$ cat config.mk
export PLATFORM = sky130hd
export DESIGN_NAME = lidar_packet_decoder
export DESIGN_NICKNAME = d
export VERILOG_FILES = /design/src/lpd_pkg.sv /design/src/lidar_packet_decoder.sv /design/src/lpd_ctrl.sv /design/src/lpd_datapath.sv
export SDC_FILE = /design/constraint.sdc
export NUM_CORES = 1
export LEC_CHECK = 0
export BUFFER_PORTS_ARGS = -buffer_cell sky130_fd_sc_hd__buf_2
export CORE_UTILIZATION = 55
export CTS_BUF_LIST = sky130_fd_sc_hd__clkbuf_8
export CTS_CLUSTER_DIAMETER = 40
export DETAILED_ROUTE_END_ITERATION = 8
export GPL_TIMING_DRIVEN = 0
export PLACE_DENSITY_LB_ADDON = 0.12
export SLEW_MARGIN = 10
export SYNTH_ARGS = -nofsm -noshare
export SYNTH_HDL_FRONTEND = slang
export SYNTH_SLANG_ARGS = --single-unit
$ cat constraint.sdc
create_clock -name aclk -period 4.2 [get_ports aclk]
set_input_delay 0.63 -clock aclk [delete_from_list [all_inputs] [get_ports aclk]]
set_output_delay 0.63 -clock aclk [all_outputs]
set_load 0.01 [all_outputs]
$ cat src/lpd_pkg.sv
// lpd_pkg: shared types and constants for the laser range sensor packet decoder
// used by lpd_ctrl, lpd_datapath and lidar_packet_decoder
package lpd_pkg;

    // packet framing
    localparam logic [7:0]  SYNC_BYTE      = 8'hFA;
    localparam logic [4:0]  POS_INDEX      = 5'd0;
    localparam logic [4:0]  POS_SPEED_LO   = 5'd1;
    localparam logic [4:0]  POS_SPEED_HI   = 5'd2;
    localparam logic [4:0]  POS_FIRST_RD   = 5'd3;
    localparam logic [4:0]  POS_LAST_B0    = 5'd15;
    localparam logic [4:0]  POS_LAST_B1    = 5'd16;
    localparam logic [4:0]  POS_LAST_WORD  = 5'd18;
    localparam logic [4:0]  POS_CHK_HI     = 5'd20;
    localparam logic [15:0] ANGLE_BASE     = 16'h00A0;

    // field widths
    localparam int ACC_W    = 26;
    localparam int ANGLE_W  = 15;
    localparam int RANGE_W  = 14;
    localparam int SPEED_W  = 10;
    localparam int TDATA_W  = 40;
    localparam int CFG_IDX_W  = 1;
    localparam int CFG_DATA_W = 14;

    // configuration register indexes
    localparam logic [CFG_IDX_W-1:0] CFG_REVS_PER_REPORT = 1'b0;
    localparam logic [CFG_IDX_W-1:0] CFG_DISTANCE_LIMIT  = 1'b1;
    localparam logic [7:0]           REVS_RESET          = 8'd1;
    localparam logic [13:0]          LIMIT_RESET         = 14'h3FFF;

    // result kinds
    localparam logic KIND_RANGE = 1'b0;
    localparam logic KIND_SPEED = 1'b1;

    typedef enum logic [2:0] {
        ST_HUNT,
        ST_BODY,
        ST_CHECK,
        ST_READING,
        ST_SPEED
    } lpd_state_t;

    // controller to datapath
    typedef struct packed {
        logic       byte_en;    // capture the accepted byte at pos
        logic [4:0] pos;
        logic       step_en;    // evaluate one reading
        logic [1:0] rd_idx;
        logic       speed_load; // load the speed result
    } lpd_cmd_t;

    // datapath to controller
    typedef struct packed {
        logic is_sync;
        logic chk_ok;
        logic out_free;
    } lpd_status_t;

endpackage

$ cat src/lidar_packet_decoder.sv
// lidar_packet_decoder: decodes 22-byte range sensor packets into readings.
// Input is accepted while hunting for sync or reading the packet body; after the
// last packet byte input is held off for the check and, on a good checksum, for
// four reading steps and the speed step, plus while the one-entry output register
// waits on m_tready. Reading i, if it passes, is loaded at step i, the speed result last.
// Reset (aresetn, synchronous) returns to sync hunting and reloads registers.
module lidar_packet_decoder (
    input  logic                                aclk,
    input  logic                                aresetn,
    // input stream, tdata: rx_byte
    input  logic                                s_tvalid,
    output logic                                s_tready,
    input  logic [7:0]                          s_tdata,
    // result stream
    output logic                                m_tvalid,
    input  logic                                m_tready,
    // tdata: angle_deg[14:0], range_value[28:15], rotation_speed[38:29], pad
    output logic [lpd_pkg::TDATA_W-1:0]         m_tdata,
    // tuser: kind
    output logic [0:0]                          m_tuser,
    output logic                                m_tlast,
    // configuration writes
    input  logic                                cfg_valid,
    output logic                                cfg_ready,
    input  logic [lpd_pkg::CFG_IDX_W-1:0]       cfg_index,
    input  logic [lpd_pkg::CFG_DATA_W-1:0]      cfg_data
);
    import lpd_pkg::*;

    lpd_cmd_t    cmd;
    lpd_status_t status;

    assign cfg_ready = 1'b1;

    lpd_ctrl u_ctrl (
        .aclk     (aclk),
        .aresetn  (aresetn),
        .s_tvalid (s_tvalid),
        .s_tready (s_tready),
        .status   (status),
        .cmd      (cmd)
    );

    lpd_datapath u_datapath (
        .aclk      (aclk),
        .aresetn   (aresetn),
        .cmd       (cmd),
        .status    (status),
        .s_tdata   (s_tdata),
        .cfg_valid (cfg_valid),
        .cfg_index (cfg_index),
        .cfg_data  (cfg_data),
        .m_tvalid  (m_tvalid),
        .m_tready  (m_tready),
        .m_tdata   (m_tdata),
        .m_tuser   (m_tuser),
        .m_tlast   (m_tlast)
    );

`ifndef NO_ASSERTIONS
    // bytes are captured only on an input transfer
    a_capture_on_transfer: assert property (@(posedge aclk) disable iff (!aresetn)
        cmd.byte_en |-> (s_tvalid && s_tready))
        else $error("byte captured without input transfer");

    // a result is loaded only when the output register can take it
    a_load_when_free: assert property (@(posedge aclk) disable iff (!aresetn)
        (cmd.step_en || cmd.speed_load) |-> status.out_free)
        else $error("output register overwritten");

    // commands never overlap
    a_cmd_onehot: assert property (@(posedge aclk) disable iff (!aresetn)
        $onehot0({cmd.byte_en, cmd.step_en, cmd.speed_load}))
        else $error("overlapping datapath commands");

    // the final result of a packet is the speed result
    a_last_is_speed: assert property (@(posedge aclk) disable iff (!aresetn)
        (m_tvalid && m_tlast) |-> (m_tuser[0] == KIND_SPEED))
        else $error("last result is not a speed update");
`endif

endmodule

$ cat src/lpd_ctrl.sv
// lpd_ctrl: controller state machine, byte position and reading counter
// depends on lpd_pkg
module lpd_ctrl (
    input  logic                aclk,
    input  logic                aresetn,
    input  logic                s_tvalid,
    output logic                s_tready,
    input  lpd_pkg::lpd_status_t status,
    output lpd_pkg::lpd_cmd_t    cmd
);
    import lpd_pkg::*;

    lpd_state_t state_reg, state_next;
    logic [4:0] pos_reg, pos_next;
    logic [1:0] rd_reg, rd_next;

    // state register
    always_ff @(posedge aclk) begin
        if (!aresetn) begin
            state_reg <= ST_HUNT;
            pos_reg   <= 5'd0;
            rd_reg    <= 2'd0;
        end else begin
            state_reg <= state_next;
            pos_reg   <= pos_next;
            rd_reg    <= rd_next;
        end
    end

    // next state and commands
    always_comb begin
        state_next     = state_reg;
        pos_next       = pos_reg;
        rd_next        = rd_reg;
        s_tready       = 1'b0;
        cmd.byte_en    = 1'b0;
        cmd.pos        = pos_reg;
        cmd.step_en    = 1'b0;
        cmd.rd_idx     = rd_reg;
        cmd.speed_load = 1'b0;
        unique case (state_reg)
            ST_HUNT: begin
                s_tready = 1'b1;
                if (s_tvalid && status.is_sync) begin
                    state_next = ST_BODY;
                    pos_next   = 5'd0;
                end
            end
            ST_BODY: begin
                s_tready = 1'b1;
                if (s_tvalid) begin
                    cmd.byte_en = 1'b1;
                    if (pos_reg == POS_CHK_HI) begin
                        state_next = ST_CHECK;
                        pos_next   = 5'd0;
                    end else begin
                        pos_next = pos_reg + 5'd1;
                    end
                end
            end
            ST_CHECK: begin
                rd_next    = 2'd0;
                state_next = status.chk_ok ? ST_READING : ST_HUNT;
            end
            ST_READING: begin
                if (status.out_free) begin
                    cmd.step_en = 1'b1;
                    rd_next     = rd_reg + 2'd1;
                    if (rd_reg == 2'd3) begin
                        state_next = ST_SPEED;
                    end
                end
            end
            ST_SPEED: begin
                if (status.out_free) begin
                    cmd.speed_load = 1'b1;
                    state_next     = ST_HUNT;
                end
            end
            default: begin
                state_next = ST_HUNT;
            end
        endcase
    end

endmodule

$ cat src/lpd_datapath.sv
// lpd_datapath: byte capture, running checksum, reading filter, revolution
// counter, configuration registers and output register; depends on lpd_pkg
module lpd_datapath (
    input  logic                               aclk,
    input  logic                               aresetn,
    input  lpd_pkg::lpd_cmd_t                  cmd,
    output lpd_pkg::lpd_status_t               status,
    input  logic [7:0]                         s_tdata,
    input  logic                               cfg_valid,
    input  logic [lpd_pkg::CFG_IDX_W-1:0]      cfg_index,
    input  logic [lpd_pkg::CFG_DATA_W-1:0]     cfg_data,
    output logic                               m_tvalid,
    input  logic                               m_tready,
    output logic [lpd_pkg::TDATA_W-1:0]        m_tdata,
    output logic [0:0]                         m_tuser,
    output logic                               m_tlast
);
    import lpd_pkg::*;

    // configuration
    logic [7:0]         revs_reg;
    logic [RANGE_W-1:0] limit_reg;

    // captured packet fields
    logic [ACC_W-1:0]   acc_reg;
    logic [7:0]         low_reg;
    logic [15:0]        got_reg;
    logic [7:0]         index_reg;
    logic [SPEED_W-1:0] speed_reg;
    logic [7:0]         rd_b0_reg [4];
    logic [7:0]         rd_b1_reg [4];

    // revolution tracking
    logic [7:0] rev_cnt_reg, rev_cnt_next;
    logic       send_en_reg, send_en_next;

    // output register
    logic               out_valid_reg, out_valid_next;
    logic               out_kind_reg;
    logic [ANGLE_W-1:0] out_angle_reg;
    logic [RANGE_W-1:0] out_range_reg;
    logic [SPEED_W-1:0] out_speed_reg;
    logic               out_last_reg;

    logic [15:0]        word;
    logic [ANGLE_W:0]   fold_sum;
    logic [7:0]         b0, b1;
    logic [RANGE_W-1:0] rd_dist;
    logic [15:0]        diff;
    logic [15:0]        angle;
    logic [7:0]         cnt_inc;
    logic               reached;
    logic               send_eff;
    logic               pass;
    logic               emit;
    logic [2:0]         b1_slot;

    // checksum word: the sync byte is the low half of the first word
    assign word = (cmd.pos == POS_INDEX) ? {s_tdata, SYNC_BYTE} : {s_tdata, low_reg};
    assign b1_slot = cmd.pos[4:2] - 3'd1;

    // capture bytes and fold words into the checksum
    always_ff @(posedge aclk) begin
        if (cmd.byte_en) begin
            if (!cmd.pos[0] && cmd.pos <= POS_LAST_WORD) begin
                if (cmd.pos == POS_INDEX) begin
                    acc_reg <= ACC_W'(word);
                end else begin
                    acc_reg <= {acc_reg[ACC_W-2:0], 1'b0} + ACC_W'(word);
                end
            end
            if (cmd.pos[0]) begin
                low_reg <= s_tdata;
            end
            if (cmd.pos == POS_CHK_HI) begin
                got_reg <= {s_tdata, low_reg};
            end
            if (cmd.pos == POS_INDEX) begin
                index_reg <= s_tdata;
            end
            if (cmd.pos == POS_SPEED_LO) begin
                speed_reg[1:0] <= s_tdata[7:6];
            end
            if (cmd.pos == POS_SPEED_HI) begin
                speed_reg[SPEED_W-1:2] <= s_tdata;
            end
            if (cmd.pos[1:0] == 2'd3 && cmd.pos <= POS_LAST_B0) begin
                rd_b0_reg[cmd.pos[3:2]] <= s_tdata;
            end
            if (cmd.pos[1:0] == 2'd0 && cmd.pos != POS_INDEX && cmd.pos <= POS_LAST_B1) begin
                rd_b1_reg[b1_slot[1:0]] <= s_tdata;
            end
        end
    end

    // fold the accumulator to 15 bits and compare
    assign fold_sum = (ANGLE_W+1)'(acc_reg[ANGLE_W-1:0]) + (ANGLE_W+1)'(acc_reg[ACC_W-1:ANGLE_W]);

    // one reading: angle, revolution update and filter
    always_comb begin
        b0       = rd_b0_reg[cmd.rd_idx];
        b1       = rd_b1_reg[cmd.rd_idx];
        rd_dist  = {b1[5:0], b0};
        diff     = {8'd0, index_reg} - ANGLE_BASE;
        angle    = {diff[13:0], cmd.rd_idx};
        cnt_inc  = rev_cnt_reg + 8'd1;
        reached  = (cnt_inc >= revs_reg);
        send_eff = (angle == 16'd0) ? reached : send_en_reg;
        pass     = !b1[7] && !b1[6] && (rd_dist <= limit_reg);
        emit     = cmd.step_en && pass && send_eff;

        rev_cnt_next = rev_cnt_reg;
        send_en_next = send_en_reg;
        if (cmd.step_en && angle == 16'd0) begin
            rev_cnt_next = reached ? 8'd0 : cnt_inc;
            send_en_next = reached;
        end

        out_valid_next = out_valid_reg;
        if (emit || cmd.speed_load) begin
            out_valid_next = 1'b1;
        end else if (m_tready) begin
            out_valid_next = 1'b0;
        end
    end

    // control registers
    always_ff @(posedge aclk) begin
        if (!aresetn) begin
            revs_reg      <= REVS_RESET;
            limit_reg     <= LIMIT_RESET;
            rev_cnt_reg   <= 8'd0;
            send_en_reg   <= 1'b1;
            out_valid_reg <= 1'b0;
        end else begin
            if (cfg_valid) begin
                unique case (cfg_index)
                    CFG_REVS_PER_REPORT: revs_reg  <= cfg_data[7:0];
                    CFG_DISTANCE_LIMIT:  limit_reg <= cfg_data;
                    default: ;
                endcase
            end
            rev_cnt_reg   <= rev_cnt_next;
            send_en_reg   <= send_en_next;
            out_valid_reg <= out_valid_next;
        end
    end

    // output payload
    always_ff @(posedge aclk) begin
        if (emit) begin
            out_kind_reg  <= KIND_RANGE;
            out_angle_reg <= angle[ANGLE_W-1:0];
            out_range_reg <= rd_dist;
            out_speed_reg <= '0;
            out_last_reg  <= 1'b0;
        end else if (cmd.speed_load) begin
            out_kind_reg  <= KIND_SPEED;
            out_angle_reg <= '0;
            out_range_reg <= '0;
            out_speed_reg <= speed_reg;
            out_last_reg  <= 1'b1;
        end
    end

    assign status.is_sync  = (s_tdata == SYNC_BYTE);
    assign status.chk_ok   = !got_reg[15] && (got_reg[ANGLE_W-1:0] == fold_sum[ANGLE_W-1:0]);
    assign status.out_free = !out_valid_reg || m_tready;

    assign m_tvalid = out_valid_reg;
    assign m_tdata  = {1'b0, out_speed_reg, out_range_reg, out_angle_reg};
    assign m_tuser  = out_kind_reg;
    assign m_tlast  = out_last_reg;

endmodule

==> flow_summary.json <==
{
  "grt_max_degree": 27,
  "cts.clk_slew.worst_paths_ns": 0.07,
  "placed_cell_area_um2": 11150,
  "outcome": "finished clean",
  "leakagePower_nw": 4.382,
  "rows": 50,
  "rsz0062_at_grt": "no",
  "drive_gt1_share_pct": 18.00,
  "start_util_pct": 55.99,
  "finalCritPeriodShare_pct": 94.07,
  "num-nets-final": 1108,
  "htree_levels": 2,
  "wire_per_inst_um": 17.98,
  "drt-vias-per-instance": 5.641,
  "dieArea_um2": 19600,
  "clock-sinks": 212,
  "cp_num_buf_inv": 2,
  "nFillCells": 1460,
  "layout_setup_ws_ns": 0.2489,
  "postCtsHoldBufs": 0,
  "ys_warn_count": 0,
  "synthCells": 909,
  "cp_max_fo": 10,
  "clock_skew_ns": 0.02130,
  "criticalPathCategory": "reg -> reg",
  "antenna_found_initial": 0,
  "slew_headroom_pct": 42.07,
  "cap_violations": 0,
  "synth_edf_count": 157,
  "area_growth_pct": 15.19,
  "drt_wl_total_mm": 23.09,
  "core_area_um2": 18710,
  "fin_crit_ns": 3.951,
  "fin_area_um2": 12060,
  "cp.arrival_ns": 4.32,
  "dr.pass1.iters": 5,
  "grt_pass1_vias": 7046,
  "synthesis.nets": 996,
  "critPathMaxStageDelay_ns": 0.44,
  "cp.required_ns": 4.57,
  "cp_slowest_cell": "fa_1",
  "start_kind": "flop",
  "cts_made_buffers": 38,
  "vias": 7243,
  "drc": 0,
  "io_pins": 73,
  "die_width_um": 140.0,
  "synth_area_um2": 10470,
  "setup_violations": 0,
  "hold_path_class": "in -> reg",
  "seqCellArea_um2": 5818,
  "cp_cell_sequence": "inv_1 > ha_1 > nand2b_1 > or3_1 > buf_2 > and2_1 > fa_1 > a21o_1 > a21oi_2 > nor2_1 > a21oi_2 > a311oi_2 > a221oi_4 > mux2_1 > nor3_1",
  "hold_ws_ns": 0.3223,
  "yosysSeqAreaShare_pct": 55.53,
  "cts_buffer_depth": 3,
  "worst_slew_pin_slew_ns": 0.8658,
  "numPortBuffers": 69,
  "finalHoldViolations": 0,
  "grt_usage_pct": 24.01,
  "drtAntennaViolNets": 0,
  "multi_input_area_um2": 4360,
  "avgSynthCellArea_um2": 11.52,
  "synth-async-reset-ratio_pct": 0,
  "vdd_drop_max_mv": 0.2598,
  "cts_tree": "done",
  "diodes": 0,
  "yosysUniqueCellTypes": 76,
  "insertion_delay_ns": 0.54,
  "final_util_pct": 64.49,
  "p_per_area_nw_per_um2": 379.0,
  "critPathCaptureType": "flop",
  "final_cells": 1284,
  "critical-path-top-delay-family": "compound AO/OA/AOI/OAI gates",
  "cts_root_buf": "clkbuf_8",
  "ys_ff_latch": 212,
  "die_y_um": 140.0,
  "dp_cells": 1214,
  "drt-initial-drc-count": 420,
  "ys.flop_type": "edfxtp_1",
  "fmaxAchievable_mhz": 253.1,
  "grt-ovfl-total": 0,
  "dpl.hpwl_mm": 16.22,
  "place.gp.congestion": 0.8765,
  "report.final.slew_viol_count": 0,
  "grt_pass1_wl_mm": 36.14,
  "path_common_cell": "a21oi_2",
  "dp_worst_setup_slack_ns": -0.8219
}
-- through the flow --
step | power (W) | TNS (ns)
after global placement | 0.002442 | -30.43
after global routing | 0.004720 | 0
final | 0.004571 | 0
after floorplan | 0.002383 | 0
after detailed placement | 0.002445 | -33.34
after CTS | 0.004616 | 0
-- power by group --
part           internal (W)  switching [W]  total (W)
Clock               0.00130       0.000867    0.00217
Sequential          0.00225     0.00000469    0.00225
Combinational     0.0000544      0.0000930   0.000147
Total               0.00361       0.000964    0.00457
-- synthesized netlist by cell type, types with 6 or more instances --
library cell	count	share of area [%]
a21boi_0	13	0.93
buf_2	6	0.29
and3_1	12	0.72
xnor2_1	27	2.3
inv_1	42	1.5
nand2_1	92	3.3
xor2_1	19	1.6
clkbuf_1	26	0.93
o21ai_0	19	0.91
ha_1	57	6.8
o21ai_1	11	0.53
buf_4	7	0.50
nand4_1	9	0.54
mux4_2	14	3.0
edfxtp_1	157	45
nand2b_1	18	1.1
o211ai_1	26	1.9
and2_1	31	1.9
nor2b_1	10	0.60
a211oi_1	10	0.72
nand3_1	35	1.7
nor2_1	64	2.3
nor3_1	14	0.67
or3_1	6	0.36
dfxtp_1	55	11
a21o_1	10	0.72
a21oi_1	43	2.1
-- area by class of cell --
class | instances | share of cell area, %
flip-flops and latches | 212 | 48.23
multi-input cells | 615 | 36.15
clock buffers | 42 | 4.792
repair buffers | 72 | 3.112
well taps | 234 | 2.427
clock inverters | 27 | 2.365
plain buffers | 40 | 1.618
inverters | 42 | 1.307
-- routing by layer --
metal | vias up | global-route usage (%) | share of wire, %
met2 | 143 | 41.26 | 50
met1 | 3515 | 30.45 | 44
met4 | 0 | 9.254 | 2.3
li1 | 3549 | - | -
met3 | 36 | 3.966 | 4.0
met5 | - | 0 | 0
-- worst paths after layout --
path / from / cells past startpoint / to / slack (ns)
worst max-delay path: u_ctrl.pos_reg[0] / 15 / u_datapath.acc_reg[23] / 0.25
worst min-delay path: cfg_data[0] / 3 / u_datapath.revs_reg[0] / 0.32
worst max register to register: u_ctrl.pos_reg[0] / 15 / u_datapath.acc_reg[23] / 0.25
worst min register to register: u_datapath.low_reg[2] / 0 / u_datapath.got_reg[2] / 0.45
-- worst reg2reg max path, delay by kind of cell, from the launching register on --
family                     cells  cell delay (ns)
adders and majority gates      2             0.68
and+or+nand+nor                5             0.94
DFF                            1             0.36
muxes                          1             0.35
buffers and inverters          2             0.36
AOI/OAI and AO/OA              5             1.12
-- layout by cell type, fill, tap and decap left out, types with 4 or more instances in the layout --
cell	netlist	final
edfxtp_1	157	157
nand2_1	92	92
buf_2	6	76
nor2_1	64	63
ha_1	57	57
dfxtp_1	55	53
inv_1	42	51
clkbuf_8	0	42
a21oi_1	43	41
nand3_1	35	35
and2_1	31	31
xnor2_1	27	27
o211ai_1	26	26
clkbuf_1	26	21
o21ai_0	19	19
xor2_1	19	19
nand2b_1	18	17
mux4_2	14	14
nor3_1	14	13
a21boi_0	13	13
o21ai_1	11	11
and3_1	12	11
a21o_1	10	10
a211oi_1	10	10
nor2b_1	10	10
buf_4	7	10
nand4_1	9	9
clkinv_2	0	7
or3_1	6	6
bufinv_16	0	6
o21a_1	4	4
-- cells by family after synthesis --
family,after synthesis,share of synthesized area [%]
other,2,0.07171
and+or+nand+nor,315,15.11
muxes,21,3.728
buffers and inverters,83,3.297
AOI/OAI and AO/OA,170,11.06
adders and majority gates,59,7.192
xor gates and xnor gates,47,4.002
DFF,212,55.53
-- repair_timing --
action,4_1_cts,5_1_grt
endpoints found under the hold margin,0,0
gates cloned,0,1
setup buffers,1,0
pin swaps,1,1
endpoints found under the setup margin,68,52
gates resized for setup,11,7
Note: power is estimated with default switching activity, not from simulation.
